**src/hw/rtl/tsps_pkg.sv**
```systemverilog
package tsps_pkg;

    // Width of the two Q2.14 coefficient registers.
    localparam int COEF_BITS = 16;
    // The products are scaled up by 2^20 before rotation so the floor shifts
    // of the rotation steps keep enough fraction bits.
    localparam int PRESCALE_BITS = 20;
    // Number of rotation steps of the vectoring CORDIC.
    localparam int CORDIC_STEPS = 31;
    // Guard bits for vector growth (gain about 1.65, times sqrt 2).
    localparam int GUARD_BITS = 3;

    localparam logic signed [COEF_BITS-1:0] NUM_COEF_RESET = 16'sd24576;
    localparam logic signed [COEF_BITS-1:0] DEN_COEF_RESET = 16'sd14189;

    // Start angle of a vector that was folded into the right half plane.
    localparam logic [31:0] HALF_TURN = 32'h8000_0000;

    typedef enum logic [0:0] {
        REG_NUM_COEF = 1'b0,
        REG_DEN_COEF = 1'b1
    } t_reg_idx;

    // Fill state of the queue between the front and the back end.
    typedef struct packed {
        logic full;
        logic empty;
    } t_q_stat;

    // atan(2^-k) in units of 2^-32 turn.
    function automatic logic [31:0] atan_turn(input int unsigned k);
        logic [31:0] t;
        case (k)
            0:       t = 32'h2000_0000;
            1:       t = 32'h12E4_051E;
            2:       t = 32'h09FB_385B;
            3:       t = 32'h0511_11D4;
            4:       t = 32'h028B_0D43;
            5:       t = 32'h0145_D7E1;
            6:       t = 32'h00A2_F61E;
            7:       t = 32'h0051_7C55;
            8:       t = 32'h0028_BE53;
            9:       t = 32'h0014_5F2F;
            10:      t = 32'h000A_2F98;
            11:      t = 32'h0005_17CC;
            12:      t = 32'h0002_8BE6;
            13:      t = 32'h0001_45F3;
            14:      t = 32'h0000_A2FA;
            15:      t = 32'h0000_517D;
            16:      t = 32'h0000_28BE;
            17:      t = 32'h0000_145F;
            18:      t = 32'h0000_0A30;
            19:      t = 32'h0000_0518;
            20:      t = 32'h0000_028C;
            21:      t = 32'h0000_0146;
            22:      t = 32'h0000_00A3;
            23:      t = 32'h0000_0051;
            24:      t = 32'h0000_0029;
            25:      t = 32'h0000_0014;
            26:      t = 32'h0000_000A;
            27:      t = 32'h0000_0005;
            28:      t = 32'h0000_0003;
            29:      t = 32'h0000_0001;
            30:      t = 32'h0000_0001;
            default: t = 32'h0000_0000;
        endcase
        return t;
    endfunction

endpackage

```
**src/hw/rtl/tsps_queue.sv**
```systemverilog
module tsps_queue #(
    parameter int QW = 53
) (
    input  logic              i_clk,
    input  logic              i_rst_n,
    input  logic              i_push,
    input  logic [QW-1:0]     i_push_data,
    input  logic              i_pop,
    output logic [QW-1:0]     o_head,
    output tsps_pkg::t_q_stat o_stat
);
    import tsps_pkg::*;

    localparam int DEPTH = 4;
    localparam int AW    = $clog2(DEPTH);

    logic [QW-1:0] r_mem [DEPTH];
    logic [AW-1:0] r_wr_ptr;
    logic [AW-1:0] r_rd_ptr;
    logic [AW:0]   r_count;
    logic          do_push;
    logic          do_pop;

    assign o_stat.full  = (r_count == (AW+1)'(DEPTH));
    assign o_stat.empty = (r_count == '0);
    assign do_push      = i_push && !o_stat.full;
    assign do_pop       = i_pop && !o_stat.empty;
    assign o_head       = r_mem[r_rd_ptr];

    always_ff @(posedge i_clk) begin
        if (!i_rst_n) begin
            r_wr_ptr <= '0;
            r_rd_ptr <= '0;
            r_count  <= '0;
        end else begin
            if (do_push) begin
                r_wr_ptr <= r_wr_ptr + 1'b1;
            end
            if (do_pop) begin
                r_rd_ptr <= r_rd_ptr + 1'b1;
            end
            case ({do_push, do_pop})
                2'b10:   r_count <= r_count + 1'b1;
                2'b01:   r_count <= r_count - 1'b1;
                default: r_count <= r_count;
            endcase
        end
    end

    always_ff @(posedge i_clk) begin
        if (do_push) begin
            r_mem[r_wr_ptr] <= i_push_data;
        end
    end

endmodule

```
**config.mk**
```make
export PLATFORM = sky130hd
export DESIGN_NAME = tsps_queue
export DESIGN_NICKNAME = d
export VERILOG_FILES = /design/src/hw/rtl/tsps_pkg.sv /design/src/hw/rtl/tsps_queue.sv
export SDC_FILE = /design/constraint.sdc
export NUM_CORES = 1
export LEC_CHECK = 0
export ABC_AREA = 1
export BUFFER_PORTS_ARGS = -buffer_cell sky130_fd_sc_hd__buf_2
export CAP_MARGIN = 20
export CORE_MARGIN = 1.5
export CORE_UTILIZATION = 45
export DETAILED_ROUTE_END_ITERATION = 10
export PLACE_DENSITY = 0.66
export SYNTH_ARGS = -nofsm -noshare
export SYNTH_HDL_FRONTEND = slang
export SYNTH_SLANG_ARGS = --single-unit
```
**constraint.sdc**
```tcl
create_clock -name i_clk -period 3.7 [get_ports i_clk]
set_input_delay 0.37 -clock i_clk [delete_from_list [all_inputs] [get_ports i_clk]]
set_output_delay 0.37 -clock i_clk [all_outputs]
set_load 0.02 [all_outputs]
```
==> flow_summary.toml <==
[clock_tree]
clk-insertion-delay-late_ns = 0.50
cts-buffers-inserted = 23
clockBufferDepth = 3
path_clk_slew_ns = 0.06
tritoncts = "yes"
ctsResizeCount = 0
cts_sinks = 221
htree_levels = 1
post-cts-setup-buffers = 0
root_buffer = "clkbuf_16"
cts.hold.buffers_added = 0

[power]
p_sw_mw = 2.18
p_int_mw = 4.74
power_density_nw_per_um2 = 697
power.share.clock = 0.305
pwr-share-seq = 0.446
total_power_mw = 6.92
switching_share = 0.315
p_leak_nw = 3.48
comb_power_share = 0.248
ir_worst_vdd_mv = 0.468

[global_routing]
grt_pass1_vias = 5240
grt_max_degree = 107
grt.overflow.total = 0
grt_pass1_wl_mm = 26.7
grt_usage = 0.175
antenna_found_initial = 1

[timing]
slew_headroom = 0.345
tightest_slew_ns = 0.981
hold_slack_ns = 0.0862
finClkSkew_ns = 0.0159
final_max_slew_viol_count = 0
rsz0062_at_grt = "no"
finalHoldViolCount = 0
tns_ns = 0
fmax_mhz = 356
setup_violations = 0
finalCriticalPeriod_ns = 2.81
period_share = 0.758

[synth]
synth_area_leaders = "edfxtp_1 75%, o21ai_0 5.8%, nor2_1 4.2%"
avgSynthCellArea_um2 = 14.6
synth_xor_area_frac = 0
synth_top_family_by_area = "compound AO/OA/AOI/OAI gates"
synth.largest_area_cell = "edfxtp_1"
ys_warn_count = 0
synth_area_um2 = 8520
synth.area.mux_share = 0
synth_fa_ha_area_frac = 0.00969
synth.yosys.seq_area_share = 0.768
syn_nets = 646
yosysUniqueCellTypes = 21
yosysTopAreaCellShare = 0.747
postSynthCellCount = 583
yosys_register_bits = 221
synth_compound_area_frac = 0.120
synthSimpleGateAreaFrac = 0.0665

[floorplanning]
coreArea_um2 = 18600
die_y_um = 141
die-area_um2 = 19800
io-pin-count = 112
rows = 50
start_util = 0.457
die_w_um = 141

[setup_path]
reg2reg_from = "r_count[1]"
path_cells = "buf_4 > o21ai_0 > o22ai_1 > buf_2"
cp_slowest_stage_delay_ns = 0.70
start_kind = "flop"
crit_fanout = 54
worst_setup_path_end_kind = "output pin"
cp.arrival_ns = 2.44
critical_path_class = "flop to output pin"
critPathRequiredTime_ns = 3.33
slowest_stage = "dfxtp_4"

[route]
wire_per_inst_um = 18.3
route.met3.wl_um = 792
wl_mm = 17.2
first_pass_iters = 4
ant_nets = 0
drcViolationCount = 0
drt-initial-drc-count = 268
highest_layer = "met4"
m1WireLength_mm = 6.85
vias = 5010
wl_met2_mm = 9.23
drt-vias-per-instance = 5.32

[min_path]
hold_class = "input pin to flop"
hp-start = "i_push_data[49]"

[status]
status = "completed"

[final_layout]
area_delta_synth_final_pct = 16.5
stdcell_count = 942
nets = 754
fillers = 1575
drive_gt1_frac = 0.277
final_area_um2 = 9930

[placement]
place_congestion = 0.727
io_buffers = 111
place_area_um2 = 9230
dp_cells = 900
dp_hpwl_mm = 9.36

[run]
drv_cap = 0
[metal layers]
layer  vias to the layer above  global-route usage
met5                         -                   0
li1                       2392                   -
met2                       108               0.329
met1                      2487               0.200
met4                         0              0.0581
met3                        23              0.0329
[cells in the final DEF, fill, tap and decap left out, drive strengths merged]
master    Yosys  final
ha            5      5
bufinv        0      1
edfxtp      212    212
clkinv        0      8
fa            1      1
inv          20     20
nand3         5      5
clkinvlp      0      1
dfxtp         9      9
o21ai       108    108
nand2        15     15
o22ai        53     53
buf          25    117
nor2        116    116
diode         0      1
clkbuf        9     31
a21oi         5      5
[per-stage QoR]
step / setup slack, ns / utilization
floorplan: 0.377 / -
global placement: 1.41 / 0.495
detailed placement: 1.41 / 0.495
CTS: 0.829 / 0.532
global route: 0.669 / 0.532
finish: 0.894 / 0.532
[final cells by class]
cell class / instances / area, um^2 / share of cell area
Timing Repair Buffer: 117 / 601 / 0.0605
Clock inverter: 10 / 72.6 / 0.00731
Sequential cell: 221 / 6550 / 0.660
Antenna cell: 1 / 2.50 / 0.000252
Multi-Input combinational cell: 308 / 1700 / 0.171
Clock buffer: 31 / 626 / 0.0630
Tap cell: 234 / 293 / 0.0295
Inverter: 20 / 80.1 / 0.00807
[worst max-delay path: cells and delay by family, from the launching register on]
family | cells | cell delay (ns)
AOI/OAI and AO/OA | 2 | 0.45
buffers and inverters | 2 | 0.76
DFF | 1 | 0.70
[synth_stat cells]
cell type and number:
ha_1 5, o21ai_0 98, o22ai_1 33, clkbuf_2 6
buf_2 18, o21ai_1 10, nor2_1 96, edfxtp_1 212
nand2_1 15, inv_1 18, inv_2 1, buf_6 4
nor2_2 20, dfxtp_1 9, o22ai_2 20, a21oi_1 5
fa_1 1, buf_8 3, inv_6 1, nand3_1 5
clkbuf_1 3
[flip-flops by register name, summed over array words and instances, names as in the netlist, named ones only]
signal    count
r_count       3
r_mem       212
r_rd_ptr      2
r_wr_ptr      2
[cells by family (layout without fill, tap and decap cells)]
group / Yosys count / count (layout)
AO/OA/AOI/OAI: 166 / 166
adder cells (fa/ha/maj): 6 / 6
buffers and inverters: 54 / 178
flip-flops: 221 / 221
other: 0 / 1
AND/OR/NAND/NOR: 136 / 136
[power groups by stage]
stage | combinational, mW | clock [mW] | sequential [mW]
after global placement | 1.70 | 0 | 3.13
after global routing | 1.88 | 2.26 | 3.11
after CTS | 1.75 | 2.16 | 3.09
final | 1.72 | 2.11 | 3.09
after floorplan | 1.27 | 0 | 3.08
after detailed placement | 1.74 | 0 | 3.14
[path summary, 6_finish.rpt]
path	end	slack, ns	cells past startpoint
max	o_head[50]	0.89	4
min	r_mem[0][49]	0.09	1
max reg2reg	r_count[2]	1.47	12
min reg2reg	flop	0.49	2
No activity file was read; power rests on OpenSTA's default activity.
