[config.mk]
export PLATFORM = sky130hd
export DESIGN_NAME = tsps_front
export DESIGN_NICKNAME = d
export VERILOG_FILES = /design/src/hw/rtl/tsps_pkg.sv /design/src/hw/rtl/tsps_front.sv
export SDC_FILE = /design/constraint.sdc
export NUM_CORES = 1
export LEC_CHECK = 0
export ABC_CLOCK_PERIOD_IN_PS = 26100
export BUFFER_PORTS_ARGS = -buffer_cell sky130_fd_sc_hd__buf_2
export CAP_MARGIN = 30
export CORE_MARGIN = 1.5
export CORE_UTILIZATION = 50
export DETAILED_ROUTE_END_ITERATION = 6
export PLACE_DENSITY = 0.65
export SLEW_MARGIN = 10
export SYNTH_ARGS = -nofsm -noshare
export SYNTH_HDL_FRONTEND = slang
export SYNTH_SLANG_ARGS = --single-unit
[constraint.sdc]
create_clock -name i_clk -period 26.1 [get_ports i_clk]
set_input_delay 5.22 -clock i_clk [delete_from_list [all_inputs] [get_ports i_clk]]
set_output_delay 5.22 -clock i_clk [all_outputs]
set_load 0.01 [all_outputs]
[src/hw/rtl/tsps_pkg.sv]
package tsps_pkg;

    // Width of the two Q2.14 coefficient registers.
    localparam int COEF_BITS = 16;
    // The products are scaled up by 2^20 before rotation so the floor shifts
    // of the rotation steps keep enough fraction bits.
    localparam int PRESCALE_BITS = 20;
    // Number of rotation steps of the vectoring CORDIC.
    localparam int CORDIC_STEPS = 31;
    // Guard bits for vector growth (gain about 1.65, times sqrt 2).
    localparam int GUARD_BITS = 3;

    localparam logic signed [COEF_BITS-1:0] NUM_COEF_RESET = 16'sd24576;
    localparam logic signed [COEF_BITS-1:0] DEN_COEF_RESET = 16'sd14189;

    // Start angle of a vector that was folded into the right half plane.
    localparam logic [31:0] HALF_TURN = 32'h8000_0000;

    typedef enum logic [0:0] {
        REG_NUM_COEF = 1'b0,
        REG_DEN_COEF = 1'b1
    } t_reg_idx;

    // Fill state of the queue between the front and the back end.
    typedef struct packed {
        logic full;
        logic empty;
    } t_q_stat;

    // atan(2^-k) in units of 2^-32 turn.
    function automatic logic [31:0] atan_turn(input int unsigned k);
        logic [31:0] t;
        case (k)
            0:       t = 32'h2000_0000;
            1:       t = 32'h12E4_051E;
            2:       t = 32'h09FB_385B;
            3:       t = 32'h0511_11D4;
            4:       t = 32'h028B_0D43;
            5:       t = 32'h0145_D7E1;
            6:       t = 32'h00A2_F61E;
            7:       t = 32'h0051_7C55;
            8:       t = 32'h0028_BE53;
            9:       t = 32'h0014_5F2F;
            10:      t = 32'h000A_2F98;
            11:      t = 32'h0005_17CC;
            12:      t = 32'h0002_8BE6;
            13:      t = 32'h0001_45F3;
            14:      t = 32'h0000_A2FA;
            15:      t = 32'h0000_517D;
            16:      t = 32'h0000_28BE;
            17:      t = 32'h0000_145F;
            18:      t = 32'h0000_0A30;
            19:      t = 32'h0000_0518;
            20:      t = 32'h0000_028C;
            21:      t = 32'h0000_0146;
            22:      t = 32'h0000_00A3;
            23:      t = 32'h0000_0051;
            24:      t = 32'h0000_0029;
            25:      t = 32'h0000_0014;
            26:      t = 32'h0000_000A;
            27:      t = 32'h0000_0005;
            28:      t = 32'h0000_0003;
            29:      t = 32'h0000_0001;
            30:      t = 32'h0000_0001;
            default: t = 32'h0000_0000;
        endcase
        return t;
    endfunction

endpackage

[src/hw/rtl/tsps_front.sv]
module tsps_front #(
    parameter int SAMPLE_BITS = 8,
    parameter int IN_W        = 24,
    parameter int QW          = 53
) (
    input  logic                               i_clk,
    input  logic                               i_rst_n,
    input  logic                               i_cfg_we,
    input  logic                               i_cfg_index,
    input  logic [tsps_pkg::COEF_BITS-1:0]     i_cfg_data,
    input  logic                               i_valid,
    output logic                               o_ready,
    input  logic [IN_W-1:0]                    i_data,
    input  logic                               i_lit,
    input  logic                               i_last,
    input  tsps_pkg::t_q_stat                  i_q_stat,
    output logic                               o_push,
    output logic [QW-1:0]                      o_push_data
);
    import tsps_pkg::*;

    localparam int PB_NUM = COEF_BITS + SAMPLE_BITS + 1;
    localparam int PB_DEN = COEF_BITS + SAMPLE_BITS + 2;

    logic signed [COEF_BITS-1:0] r_num_coef;
    logic signed [COEF_BITS-1:0] r_den_coef;

    logic                     r_valid;
    logic signed [PB_NUM-1:0] r_num;
    logic signed [PB_DEN-1:0] r_den;
    logic                     r_lit;
    logic                     r_last;

    logic [SAMPLE_BITS-1:0]        s1;
    logic [SAMPLE_BITS-1:0]        s2;
    logic [SAMPLE_BITS-1:0]        s3;
    logic signed [SAMPLE_BITS:0]   d_num;
    logic signed [SAMPLE_BITS+1:0] d_den;
    logic signed [PB_NUM-1:0]      n_num;
    logic signed [PB_DEN-1:0]      n_den;
    logic                          accept;

    assign s1 = i_data[SAMPLE_BITS-1:0];
    assign s2 = i_data[2*SAMPLE_BITS-1:SAMPLE_BITS];
    assign s3 = i_data[3*SAMPLE_BITS-1:2*SAMPLE_BITS];

    always_comb begin
        d_num = $signed({1'b0, s3}) - $signed({1'b0, s2});
        d_den = $signed({1'b0, s1, 1'b0}) - $signed({2'b00, s2}) - $signed({2'b00, s3});
        n_num = r_num_coef * d_num;
        n_den = r_den_coef * d_den;
    end

    // The product register moves on whenever the queue can take what it holds.
    assign o_ready     = !r_valid || !i_q_stat.full;
    assign accept      = i_valid && o_ready;
    assign o_push      = r_valid && !i_q_stat.full;
    assign o_push_data = {r_last, r_lit, r_den, r_num};

    always_ff @(posedge i_clk) begin
        if (!i_rst_n) begin
            r_num_coef <= NUM_COEF_RESET;
            r_den_coef <= DEN_COEF_RESET;
        end else if (i_cfg_we) begin
            case (t_reg_idx'(i_cfg_index))
                REG_NUM_COEF: r_num_coef <= i_cfg_data;
                REG_DEN_COEF: r_den_coef <= i_cfg_data;
                default:      ;
            endcase
        end
    end

    always_ff @(posedge i_clk) begin
        if (!i_rst_n) begin
            r_valid <= 1'b0;
        end else if (o_ready) begin
            r_valid <= i_valid;
        end
    end

    always_ff @(posedge i_clk) begin
        if (accept) begin
            r_num  <= n_num;
            r_den  <= n_den;
            r_lit  <= i_lit;
            r_last <= i_last;
        end
    end

endmodule

==> results.json, run 1 <==
{
  "outcome": "finished, final reports clean",
  "ys_seq_area_frac": 0.1550,
  "yosys.area_share.xor_xnor": 0.03616,
  "max-slew-margin-rel": 0.3404,
  "port_buffers": 102,
  "dieArea_mm2": 0.03010,
  "reg2regPathDepth": 18,
  "grt_pass1_vias": 10700,
  "critPathArrivalTime_ps": 12960,
  "vias": 10230,
  "hold_path_class": "reg2reg",
  "syn_to_final_growth_pct": 8.230,
  "max_stage_delay_ps": 500,
  "core_area_mm2": 0.02863,
  "cts-buffers-inserted": 9,
  "num_io_pins": 104,
  "die_x_um": 173.5,
  "synth_top_family_by_area": "adder cells",
  "yosys_warnings": 0,
  "drcViolationCount": 0,
  "yosys.area.top_type_share": 0.3678,
  "drv_cap": 0,
  "nets": 2056,
  "synth_compound_area_frac": 0.06973,
  "dp_hpwl_um": 22700,
  "syn_inst": 1537,
  "via_per_inst": 5.132,
  "drtPass1Iterations": 5,
  "hold_path_depth": 2,
  "synth_seq_cells": 86,
  "crit_path_frequent_cell": "fa_1",
  "drive_gt1_frac": 0.09882,
  "start_util": 0.5077,
  "antenna_found_initial": 0,
  "grt_max_degree": 54,
  "gp_congestion": 0.8443,
  "cts_hold_buf": 0,
  "clk_pin_slew_ps": 80,
  "std_cell_rows": 62,
  "grt.overflow.total": 0,
  "synth_ff_type": "edfxtp_1",
  "worstSkewPairLatency_ps": 370,
  "worstPathRequired_ps": 26200,
  "die_y_um": 173.5,
  "syn_nets": 1989,
  "post_cts_buffers": 0,
  "crit_fanout": 16,
  "slowest_stage": "or3b_2",
  "max_clock_freq_mhz": 77.76,
  "reg2reg_slack_ps": 19920,
  "slew_viol_final": 0,
  "cts.sinks": 86,
  "hold_start": "r_valid",
  "ys_types": 53,
  "yosysTopAreaCell": "fa_1",
  "cts_resized": 0,
  "hold_end": "r_valid",
  "clock_skew_ps": 13.78,
  "fin_crit_ps": 12860,
  "initialDrtViolationCount": 497,
  "antennaDiodeCount": 0,
  "yosys.area_share.adder": 0.4848,
  "ctsHtreeMaxLevel": 3,
  "track_usage": 0.2068,
  "end_kind": "register",
  "wl_um": 28130,
  "grt_pass1_wl_um": 50530,
  "reg2reg_to": "r_den[20]",
  "synth_async_sr_flop_share": 0,
  "rsz0062_at_grt": "false",
  "cts_tree": "done",
  "fin_setup_tns_ps": 0,
  "netlist_top_cells_area": "fa_1 37%, ha_1 12%, edfxtp_1 11%",
  "hold_viol": 0,
  "post_drt_wl_per_cell_um": 14.11,
  "synth.avg_cell_area_um2": 9.456,
  "syn_area_mm2": 0.01453,
  "yosys.area_share.simple": 0.1549,
  "clockBufferDepth": 2,
  "synth_edf_count": 53,
  "worstReg2RegStart": "r_den_coef[1]",
  "synthMuxAreaShare": 0,
  "setup_viol": 0,
  "crit_type": "in2reg",
  "worstSetupStartpoint": "i_data[10]",
  "root_buffer": "clkbuf_16",
  "final_antenna_net_count": 0,
  "max_slew.worst_pin.slew_ps": 984.6,
  "start_kind": "primary input",
  "period_share": 0.4927
}
==> per-layer routing <==
metal,wire length (um),GRT usage
met1,13080,0.2869
met2,13530,0.3437
met3,887,0.01754
met4,635,0.06920
met5,0,0
==> synth_stat cells (2+ instances only) <==
master and n:
inv_1 318, fa_1 267, nand2_1 189, ha_1 136
and2_1 68, clkbuf_1 62, edfxtp_1 53, nor2b_1 50
xnor2_1 49, nor2_1 45, a21oi_1 43, nand2b_1 42
o21ai_0 34, dfxtp_1 33, a21boi_0 22, nand3_1 18
a21o_1 14, nor3b_1 14, xor2_1 11, o21bai_1 7
o21a_1 5, nor3_1 4, or2_2 4, or3_1 4
a211o_1 3, a21boi_1 3, and2b_2 3, a21o_2 2
a311o_1 2, a31o_2 2, a41o_1 2, and3_1 2
buf_4 2, nor4_1 2, o211ai_1 2, o31ai_1 2
or3b_2 2
==> metrics by stage <==
| step | hold slack [ps] | cell area [um^2] | setup WS, ps | utilization | std cells |
|---|---|---|---|---|---|
| after CTS | 543.9 | 15730 | 13300 | 0.5495 | 1993 |
| after floorplan | 450.5 | 14530 | 13690 | - | 1537 |
| after global routing | 566.1 | 15730 | 12690 | 0.5495 | 1993 |
| final | 547.1 | 15730 | 13240 | 0.5495 | 1993 |
| after global placement | 515.4 | 15420 | 12970 | 0.5386 | 1976 |
| after detailed placement | 527.1 | 15420 | 12940 | 0.5389 | 1977 |
==> critical path: cells and delay by family <==
family,cells,cell delay (ps)
buffers and inverters,6,540
AND/OR/NAND/NOR,6,1620
AO/OA/AOI/OAI,10,2040
adder cells (fa/ha/maj),8,3530
==> worst max-delay path by stage <==
stage               slack, ps   endpoint  cells past startpoint
floorplan               13690  r_den[20]                     28
global placement        12970  r_den[20]                     30
detailed placement      12940  r_den[20]                     30
CTS                     13300  r_den[20]                     30
global route            12690  r_den[24]                     30
finish                  13240  r_den[20]                     30
==> cells by family after synthesis <==
group / after synthesis
XOR/XNOR: 60
AND/OR/NAND/NOR: 451
AO/OA/AOI/OAI: 154
adder cells (fa/ha/maj): 403
buffers and inverters: 383
flip-flops: 86
==> cells in the final DEF (no fill, tap or decap), types with 3 or more instances in the layout <==
cell / n
clkbuf_16: 10
a21oi_1: 43
a21o_1: 14
buf_2: 102
nand3_1: 18
xnor2_1: 48
o21ai_0: 34
nor3b_1: 14
edfxtp_1: 53
o21bai_1: 7
inv_6: 3
o21a_1: 5
nand2_1: 189
nand2b_1: 42
inv_1: 318
fa_1: 267
nor2b_1: 50
xor2_1: 11
or2_2: 4
buf_4: 19
a21boi_1: 3
nor2_1: 45
ha_1: 136
dfxtp_1: 33
or3_1: 4
a211o_1: 3
nor3_1: 4
a21boi_0: 22
and2_1: 67
and2b_2: 3
==> state kept, by name, indices dropped and copies added (netlist names) <==
| signal | flops |
|---|---|
| r_den | 26 |
| r_den_coef | 16 |
| r_last | 1 |
| r_lit | 1 |
| r_num | 25 |
| r_num_coef | 16 |
| r_valid | 1 |
==> cell type report <==
type / count / area (um^2)
Fill cell: 2564 / 12890
Multi-Input combinational cell: 1068 / 10850
Sequential cell: 86 / 2252
Inverter: 318 / 1194
Timing Repair Buffer: 121 / 653.1
Tap cell: 384 / 480.5
Clock buffer: 10 / 250.2
Clock inverter: 6 / 55.05
Power of run 1 is left out: the tool's default activity adds up to more than one toggle a clock period on the data nets, which glitch-free logic cannot reach.
==> run 2, diff against run 1 <==
ABC_CLOCK_PERIOD_IN_PS = 12380   (was 26100)
clock period = 12.38 ns   (was 26.1 ns; I/O delays follow)
==> results.json, run 2 (same netlist as run 1, synthesis figures left out) <==
{
  "std_cell_rows": 62,
  "fillerInstances": 2617,
  "cts_resized": 0,
  "clk_pin_slew_ps": 80,
  "worstSkewPairLatency_ps": 370,
  "max_slew.worst_pin.slew_ps": 923.5,
  "multi_input_area_mm2": 0.01085,
  "ctsHtreeMaxLevel": 3,
  "clockBufferDepth": 2,
  "cts-buffers-inserted": 9,
  "setup_viol": 0,
  "max_clock_freq_mhz": 99.48,
  "clock_skew_ps": 11.09,
  "hold_path_class": "reg2reg",
  "setup_slack_ps": 2328,
  "post_cts_buffers": 0,
  "track_usage": 0.2057,
  "dp.cells": 1976,
  "fin_crit_ps": 10050,
  "worstPathRequired_ps": 12560,
  "largest_reg_flops": 26,
  "grt.overflow.total": 0,
  "start_util": 0.5077,
  "max-slew-margin-rel": 0.3813,
  "dp_hpwl_um": 23080,
  "seqCellArea_mm2": 0.002252,
  "crit_path_frequent_cell": "fa_1",
  "max_stage_delay_ps": 500,
  "outcome": "finished, final reports clean",
  "layout_common_cells": "318 x inv_1, 267 x fa_1, 189 x nand2_1",
  "drive_gt1_frac": 0.09882,
  "start_kind": "primary input",
  "hold_viol": 0,
  "cts.sinks": 86,
  "grt_pass1_wl_um": 50220,
  "via_per_inst": 5.110,
  "cts_tree": "done",
  "post-route-util": 0.5494,
  "path_buf_inv": 6,
  "die_y_um": 173.5,
  "antennaDiodeCount": 0,
  "largest_register": "r_den",
  "hold_start": "r_valid",
  "gp_congestion": 0.8655,
  "critPathArrivalTime_ps": 10230,
  "vias": 10190,
  "fin_cells": 1993,
  "fin_setup_tns_ps": 0,
  "initialDrtViolationCount": 530,
  "drcViolationCount": 0,
  "antenna_found_initial": 0,
  "port_buffers": 102,
  "preCtsSetupSlack_ps": 1999,
  "num_io_pins": 104,
  "crit_fanout": 16,
  "worstReg2RegStart": "r_den_coef[1]",
  "cts_hold_buf": 0,
  "nets": 2056,
  "end_kind": "register",
  "top_regs": "r_den: 26 flops, r_num: 25 flops",
  "final_common_cell": "inv_1",
  "rsz0062_at_grt": "false",
  "wl_um": 28450,
  "post_drt_wl_per_cell_um": 14.28,
  "slowest_stage": "fa_1",
  "grt_max_degree": 54,
  "grt_pass1_vias": 10750,
  "final_antenna_net_count": 0,
  "root_buffer": "clkbuf_16",
  "dieArea_mm2": 0.03010,
  "worstSetupStartpoint": "i_data[10]",
  "period_share": 0.8120,
  "slew_viol_final": 0,
  "crit_type": "in2reg",
  "drv_cap": 0,
  "crit_family": "adder cells",
  "core_area_mm2": 0.02863,
  "syn_to_final_growth_pct": 8.213,
  "drtPass1Iterations": 5,
  "die_x_um": 173.5
}
## run 2: path summary, 6_finish.rpt
kind                                   to  slack [ps]  cells past startpoint
worst min-delay path              r_valid         550                      2
worst max register to register  r_den[24]        6220                     18
worst max-delay path            r_den[24]        2330                     30
worst min register to register    r_valid         550                      2
## run 2: stage by stage
step / hold slack (ps) / area [um^2]
after floorplan: 450.5 / 14530
after global placement: 523.6 / 15420
after detailed placement: 535.5 / 15420
after CTS: 552.8 / 15720
after global routing: 619.3 / 15730
final: 552.3 / 15730
## run 2: per-layer routing
metal | part of all wire | track usage | wire length, um
met1 | 0.45 | 0.2814 | 12900
met2 | 0.50 | 0.3534 | 14260
met3 | 0.032 | 0.01667 | 908
met4 | 0.014 | 0.05580 | 396
met5 | 0 | 0 | 0
## run 2: cell type report
class                   instances  share of cell area
multi-input cells            1068              0.6901
flip-flops and latches         86              0.1432
inverters                     318             0.07589
repair buffers                121             0.04177
well taps                     384             0.03055
clock buffers                  10             0.01591
clock inverters                 6            0.002625
## run 2: worst reg2reg max path, stage by stage (launching register included)
cell	delay, ps
dfxtp_1	560
or3b_2	500
fa_1	480
fa_1	490
inv_1	50
fa_1	440
fa_1	500
inv_1	50
fa_1	470
inv_1	40
ha_1	340
a21o_2	230
or3_1	320
or4_4	450
a311oi_2	370
o31ai_1	230
o31ai_4	260
nand3_1	110
o311ai_1	90
Power of run 2 is left out for the same reason.
==> run 3, diff against run 2 <==
ABC_AREA = 1   (was default)
ABC_CLOCK_PERIOD_IN_PS = 9370   (was 12380)
clock period = 9.37 ns   (was 12.38 ns; I/O delays follow)
==> results.json, run 3 <==
{
  "outcome": "finished, final reports clean",
  "dp_hpwl_um": 32310,
  "num_io_pins": 104,
  "dr_wl_met3_um": 1463,
  "max_slew.worst_pin.slew_ps": 771.1,
  "grt.overflow.total": 0,
  "std_cell_rows": 64,
  "rsz0062_at_grt": "false",
  "ys_seq_area_frac": 0.1445,
  "track_usage": 0.2535,
  "hold_path_class": "reg2reg",
  "top_regs": "r_den: 26 flops, r_num: 25 flops",
  "crit_fanout": 10,
  "syn_inst": 1971,
  "core_area_mm2": 0.03067,
  "start_kind": "primary input",
  "yosys.area_share.simple": 0.2094,
  "port_buffers": 102,
  "slowest_stage": "fa_1",
  "ys_types": 41,
  "synth_compound_area_frac": 0.04344,
  "wl_um": 37960,
  "max_clock_freq_mhz": 123.4,
  "vias": 12370,
  "cts_resized": 0,
  "post_cts_buffers": 0,
  "fin_crit_ps": 8105,
  "yosysMostFrequentCell": "inv_1",
  "root_buffer": "clkbuf_16",
  "drv_cap": 0,
  "post-route-util": 0.5472,
  "clk_pin_slew_ps": 80,
  "worstSkewPairLatency_ps": 380,
  "hold_viol": 0,
  "grt_pass1_wl_um": 65600,
  "cts_hold_buf": 0,
  "syn_nets": 2423,
  "largest_reg_flops": 26,
  "syn_to_final_growth_pct": 7.691,
  "largest_register": "r_den",
  "period_share": 0.8650,
  "fin_setup_tns_ps": 0,
  "nets": 2507,
  "critPathArrivalTime_ps": 8240,
  "grt_max_degree": 54,
  "clockBufferDepth": 2,
  "synth_ff_type": "edfxtp_1",
  "ctsHtreeMaxLevel": 3,
  "yosys.area.top_type_share": 0.3430,
  "clock_skew_ps": 15.49,
  "slew_viol_final": 0,
  "die_y_um": 179.5,
  "drive_gt1_frac": 0.07476,
  "via_per_inst": 5.027,
  "drtPass1Iterations": 7,
  "synthMuxAreaShare": 0,
  "cts-buffers-inserted": 9,
  "worstPathRequired_ps": 9500,
  "yosysTopAreaCell": "fa_1",
  "gp_congestion": 0.9082,
  "dieArea_mm2": 0.03223,
  "crit_type": "in2reg",
  "crit_family": "adder cells",
  "wl_met1_um": 15570,
  "dpl_cell_area_mm2": 0.01646,
  "grt_pass1_vias": 13330,
  "fin_area_mm2": 0.01678,
  "start_util": 0.5081,
  "synth_edf_count": 53,
  "synth_top_family_by_area": "adder cells",
  "netlist_top_cells_area": "fa_1 34%, inv_1 12%, nand2_1 11%",
  "setup_viol": 0,
  "antenna_found_initial": 4,
  "layout_common_cells": "484 x inv_1, 474 x nand2_1, 267 x fa_1",
  "syn_area_mm2": 0.01558,
  "synth_async_sr_flop_share": 0,
  "synth_commonest_cells": "484 x inv_1, 474 x nand2_1, 267 x fa_1",
  "yosys.area_share.xor_xnor": 0.01847,
  "yosys_warnings": 0,
  "initialDrtViolationCount": 572,
  "route.met2.wl_um": 19450,
  "final_common_cell": "inv_1",
  "max-slew-margin-rel": 0.4859,
  "synth.avg_cell_area_um2": 7.906,
  "cts.sinks": 86,
  "drcViolationCount": 0,
  "cts_tree": "done",
  "post_drt_wl_per_cell_um": 15.43,
  "end_kind": "register",
  "path_buf_inv": 9,
  "routed.top_layer": "met4",
  "die_x_um": 179.5,
  "max_stage_delay_ps": 520,
  "yosys.area_share.adder": 0.4522,
  "synth_seq_cells": 86,
  "final_antenna_net_count": 0
}
==> run 3: through the flow <==
stage | cells | hold WS, ps | worst slack [ps]
4_1_cts | 2456 | 558.8 | 1274
3_3_place_gp | 2440 | 522.8 | 931.7
6_report | 2460 | 556.7 | 1265
5_1_grt | 2460 | 616.6 | 912.3
2_1_floorplan | 1971 | 528.4 | 1824
3_5_place_dp | 2440 | 544.0 | 885.0
==> run 3: kinds of logic (layout without fill, tap and decap cells) <==
family	Yosys count	after routing
AND/OR/NAND/NOR	802	802
buffers and inverters	530	619
adder cells (fa/ha/maj)	403	403
AO/OA/AOI/OAI	118	118
flip-flops	86	86
XOR/XNOR	32	32
other	0	4
==> run 3: worst reg2reg max path: cells and delay by family (launching register included) <==
family	cells	cell delay, ps
adder cells (fa/ha/maj)	6	3240
buffers and inverters	6	670
flip-flops	1	350
AND/OR/NAND/NOR	9	1150
==> run 3: worst paths after layout <==
check | start | endpoint | slack [ps] | cells past startpoint
hold / removal | r_valid | r_valid | 560 | 2
setup reg to reg | r_den_coef[15] | r_den[25] | 3740 | 21
hold reg to reg | r_valid | r_valid | 560 | 2
setup / recovery | i_data[11] | r_den[25] | 1270 | 32
==> run 3: layout make-up <==
class	instances	area, um^2
clock buffers	12	277.8
multi-input cells	1355	11290
clock inverters	4	32.53
inverters	491	1843
repair buffers	112	585.6
flip-flops and latches	86	2252
diodes	4	10.01
fillers	2943	13890
well taps	396	495.5
==> run 3: metal layers <==
metal / GRT usage / vias to the layer above
met4: 0.1070 / 0
met3: 0.03160 / 79
met2: 0.4586 / 285
li1: - / 6052
met1: 0.3033 / 5950
met5: 0 / -
Power of run 3 is left out for the same reason.
